$ cat src/pfr_pkg.sv
// Package: shared constants and types for the Pareto front ranker.
package pfr_pkg;
  localparam int PopMax   = 64;
  localparam int NumObj   = 4;
  localparam int ObjWidth = 16;
  localparam int FieldObj = 4;
  localparam int IdxW     = 6;
  localparam int CntW     = 7;
  localparam int Lanes    = 4;
  localparam int ObjCap   = (NumObj < FieldObj) ? NumObj : FieldObj;
  localparam int SxW      = (ObjWidth < 16) ? ObjWidth : 16;

  typedef logic signed [15:0] obj_t;
  typedef obj_t [FieldObj-1:0] objv_t;
  typedef logic [PopMax-1:0] row_t;

  typedef enum logic [5:0] {
    ST_LOAD  = 6'b000001,
    ST_CMP   = 6'b000010,
    ST_CWAIT = 6'b000100,
    ST_PEEL  = 6'b001000,
    ST_EMIT  = 6'b010000,
    ST_EWAIT = 6'b100000
  } state_t;

  // Per-lane comparison outcome handed to the merge stage.
  typedef struct packed {
    logic [Lanes-1:0] beats;
    logic [Lanes-1:0] beaten;
  } lane_res_t;

  function automatic obj_t sx(input logic [15:0] raw);
    logic [SxW-1:0] v;
    begin
      v = raw[SxW-1:0];
      sx = obj_t'($signed(v));
    end
  endfunction
endpackage

$ cat src/pfr_lane.sv
// One comparison lane: dominance both ways between a pivot and a partner.
module pfr_lane (
  input  pfr_pkg::objv_t  a,
  input  pfr_pkg::objv_t  b,
  input  logic [2:0]      m,
  output logic            a_beats_b,
  output logic            b_beats_a
);
  always_comb begin
    a_beats_b = 1'b1;
    b_beats_a = 1'b1;
    for (int e = 0; e < pfr_pkg::FieldObj; e++) begin
      if (3'(e) < m) begin
        if (!(a[e] < b[e])) a_beats_b = 1'b0;
        if (!(b[e] < a[e])) b_beats_a = 1'b0;
      end
    end
  end
endmodule

$ cat config.mk
export PLATFORM = sky130hd
export DESIGN_NAME = pfr_lane
export DESIGN_NICKNAME = d
export VERILOG_FILES = /design/src/pfr_pkg.sv /design/src/pfr_lane.sv
export SDC_FILE = /design/constraint.sdc
export NUM_CORES = 1
export LEC_CHECK = 0
export BUFFER_PORTS_ARGS = -buffer_cell sky130_fd_sc_hd__buf_2
export CAP_MARGIN = 0
export CORE_AREA = 3 3 66 68
export DETAILED_ROUTE_END_ITERATION = 16
export DIE_AREA = 0 0 69 71
export PLACE_DENSITY = 0.89
export SETUP_SLACK_MARGIN = 0.05
export SLEW_MARGIN = 20
export SYNTH_ARGS = -nofsm -noshare
export SYNTH_HDL_FRONTEND = slang
export SYNTH_SLANG_ARGS = --single-unit
$ cat constraint.sdc
create_clock -name vclk -period 5.6
set_input_delay 0.56 -clock vclk [all_inputs]
set_output_delay 0.56 -clock vclk [all_outputs]
set_load 0.005 [all_outputs]
Word-level counts from Yosys, hierarchy flattened

Index checks and enable logic that the tools add are counted.

$lt $le $gt $ge: 12
Muxes and demuxes: 16

Operators by type and width:

| kind                                                                 | count |
|---|---|
| 16-bit < comparator                                                  | 8 |
| 1-bit 2-to-1 mux                                                     | 16 |
| 1-bit by 3-bit < comparator with 1-bit output (first input constant) | 2 |
| 2-bit by 3-bit < comparator with 1-bit output (first input constant) | 2 |

Output and inout port bits: 2
Logic and storage cells: 28
Register bits: 0
Input bits: 131

Logic depth before layout (Yosys ltp)

Word-level depth: 9
Depth in mapped cells: 10
Mapped depth without buffers: 10

Worst setup path before layout

Ideal clock, no wire load.

Path type: input to output
From: in a[14] (netlist name)
To: out a_beats_b
Arrival: 2.272 ns
Slack: 2.768 ns
Buffers on the path: 0
Data required time: 5.040 ns
Cell stages on the path: 10
Cells stage by stage: inv_1 > ha_1 > nand4_2 > nor4_2 > o21ai_1 > a32oi_2 > nand2_2 > maj3_2 > nor2_2 > o22a_1

Cells in the longest elaborated chain, start to end: 9

Ends and longest elaborated chain:

| item                  | line           | source |
|---|---|---|
| from (decl)           | pfr_lane.sv:3  | `input pfr_pkg::objv_t a,` |
| 16-bit < comparator * | pfr_lane.sv:14 | `if (!(a[e] < b[e])) a_beats_b = 1'b0;` |
| 1-bit 2-to-1 mux *    | pfr_lane.sv:14 |  |
| 1-bit 2-to-1 mux *    | pfr_lane.sv:13 | `if (3'(e) < m) begin` |
| 1-bit 2-to-1 mux      | pfr_lane.sv:14 |  |
| 1-bit 2-to-1 mux *    | pfr_lane.sv:13 |  |
| 1-bit 2-to-1 mux      | pfr_lane.sv:14 |  |
| 1-bit 2-to-1 mux *    | pfr_lane.sv:13 |  |
| 1-bit 2-to-1 mux      | pfr_lane.sv:14 |  |
| 1-bit 2-to-1 mux *    | pfr_lane.sv:13 |  |
| to (decl)             | pfr_lane.sv:6  | `output logic a_beats_b,` |

Mark *: on every way between the ends. The rest lies on a longest branch, timed or not.

Worst setup path in the final report

Same ends and word-level chain as after synthesis.

==> flow_metrics.py <==
metrics = {
    "timing": {
        "finalCritPeriodShare": 0.570,
        "slew_headroom": 0.716,
        "worst_pin_slew_ns": 0.415,
        "hold_viol_final": 0,
        "period_minus_slack_ns": 3.19,
        "setup_viol": 0,
        "timing.hold.ws_ns": 1.56,
        "rsz0062_at_grt": "no",
        "fin_setup_tns_ns": 0,
        "slew_viol_final": 0,
        "fmax_mhz": 313,
    },
    "cells_and_area": {
        "layout-drive-gt1-share": 0.381,
        "antenna_cells": 0,
        "final_cells": 425,
        "area_growth_pct": 41.3,
        "nFillCells": 344,
        "clock_buffers": 0,
        "regArea_um2": 0,
        "seq_cell_count": 0,
        "nets": 572,
    },
    "synth": {
        "synth-warning-count": 0,
        "synth.avg_cell_area_um2": 7.28,
        "synth_compound_area_frac": 0.207,
        "synth_nets": 437,
        "synth_top_family_by_area": "adder cells",
        "yosysTopAreaCell": "ha_1",
        "synthTopCellsByArea": "ha_1 (45%), inv_1 (14%), a21oi_1 (5.1%)",
        "synth.most_common_cell": "inv_1",
        "synthTopCellsByCount": "inv_1 (68), ha_1 (64), a21oi_1 (18)",
        "yosysUniqueCellTypes": 37,
        "postSynthCellCount": 242,
        "yosys.area_share.adder": 0.467,
        "synthMuxAreaShare": 0.00639,
        "synth-simple-area-share": 0.175,
        "seq_area_frac_synth": 0,
        "yosys.area.top_type_share": 0.455,
        "synth_area_um2": 1760,
        "synthXorXnorAreaFrac": 0,
    },
    "floorplan": {
        "die_area_um2": 4900,
        "start_util": 0.450,
        "die_h_um": 71,
        "die_x_um": 69,
        "io-pin-count": 133,
        "rows": 23,
        "core_um2": 3910,
    },
    "global_routing": {
        "grt_pass1_wl_um": 7820,
        "grt_max_degree": 6,
        "antenna_found_initial": 0,
        "gr-usage-all-layers": 0.180,
        "first_global_vias": 2040,
        "overflow": 0,
    },
    "power": {
        "ir_drop_mv": 0.0334,
        "p_leak_nw": 1.64,
        "power_density_nw_per_um2": 67.9,
    },
    "outcome": {
        "status": "complete, no violations",
    },
    "critical_path": {
        "worstPathMaxFanout": 3,
        "arrival_ns": 2.63,
        "required_ns": 5.04,
        "critPathLaunchType": "primary input",
        "critPathCaptureType": "output port",
        "criticalPathCategory": "in -> out",
    },
    "drt": {
        "dr.first_iter.drc_count": 12,
        "viasPerCell": 4.84,
        "via_count": 2055,
        "routedWlPerCell_um": 10.8,
        "drc_errors": 0,
        "drt_wl_total_um": 4600,
        "antenna_left": 0,
        "firstDrtPassIters": 4,
    },
    "clock_network": {
        "post_cts_buffers": 0,
        "cts_resized": 0,
        "hold_buffers": 0,
    },
    "place": {
        "numPortBuffers": 133,
        "dp.cells": 425,
        "place_hpwl_um": 4470,
        "gp_congestion": 0.803,
    },
    "hold_path": {
        "hp-start": "m[1]",
        "min_path_type": "in -> out",
        "whs_endpoint": "a_beats_b",
        "holdPathStages": 4,
    },
    "job": {
        "cap_violations": 0,
    },
}
[how the worst max path moves through the flow]
stage          startpoint        end  slack, ns  cells past startpoint
2_1_floorplan       a[14]  a_beats_b       2.77                     10
4_1_cts             a[14]  a_beats_b       2.37                     12
3_5_place_dp        a[14]  a_beats_b       2.38                     12
6_report            a[14]  a_beats_b       2.41                     12
3_3_place_gp        a[14]  a_beats_b       2.48                     12
5_1_grt             a[14]  a_beats_b       2.19                     12
[cells in the final DEF (no fill, tap or decap), drive strengths merged, types with 2 or more instances in the layout]
master,instances
o211ai,2
nand2,13
a21o,11
a2111oi,2
o21a,3
nand4,12
nor2b,4
ha,64
inv,68
a2bb2oi,2
a21oi,18
o22ai,3
a211oi,3
buf,133
maj3,2
nor2,11
nor3,2
o21ai,6
nand2b,4
or2,2
[routing by layer]
metal  part of all wire  global-route usage  vias up
li1                   -                   -     1099
met1               0.38               0.195      868
met2               0.54               0.380       84
met3              0.074              0.0199        4
met4             0.0076              0.0130        0
met5                  0                   0        -
[cell families (layout without fill, tap and decap cells)]
logic type                 count (synthesis)  in the layout
muxes                                      1              1
AOI/OAI and AO/OA                         54             54
buffers and inverters                     68            201
and+or+nand+nor                           53             53
adders and majority gates                 66             66
[metrics by stage]
stage / utilization / power [mW] / area (um^2) / setup slack, ns
after global routing: 0.636 / 0.197 / 2490 / 2.19
after detailed placement: 0.636 / 0.171 / 2490 / 2.38
after floorplan: - / 0.101 / 1760 / 2.77
final: 0.636 / 0.169 / 2490 / 2.41
after CTS: 0.636 / 0.172 / 2490 / 2.37
after global placement: 0.636 / 0.163 / 2490 / 2.48
[worst max-delay path, cell delays in order]
cell	delay [ns]
buf_2	0.07
inv_1	0.03
ha_1	0.32
nand4_2	0.14
nor4_2	0.36
o21ai_1	0.14
a32oi_2	0.29
nand2_2	0.10
maj3_2	0.32
nor2_2	0.08
o22a_1	0.12
buf_2	0.11
[report_power, final]
group          internal [mW]  total (mW)  switching, mW
clock network              0           0              0
registers                  0           0              0
logic                 0.0914       0.169         0.0777
[cell type report]
class                           instances  area (um^2)  share of cell area
Tap cell                               50         62.6              0.0251
Multi-Input combinational cell        174         1510               0.605
Timing Repair Buffer                  133          666               0.267
Inverter                               68          255               0.103
No activity file was read; power rests on OpenSTA's default activity.
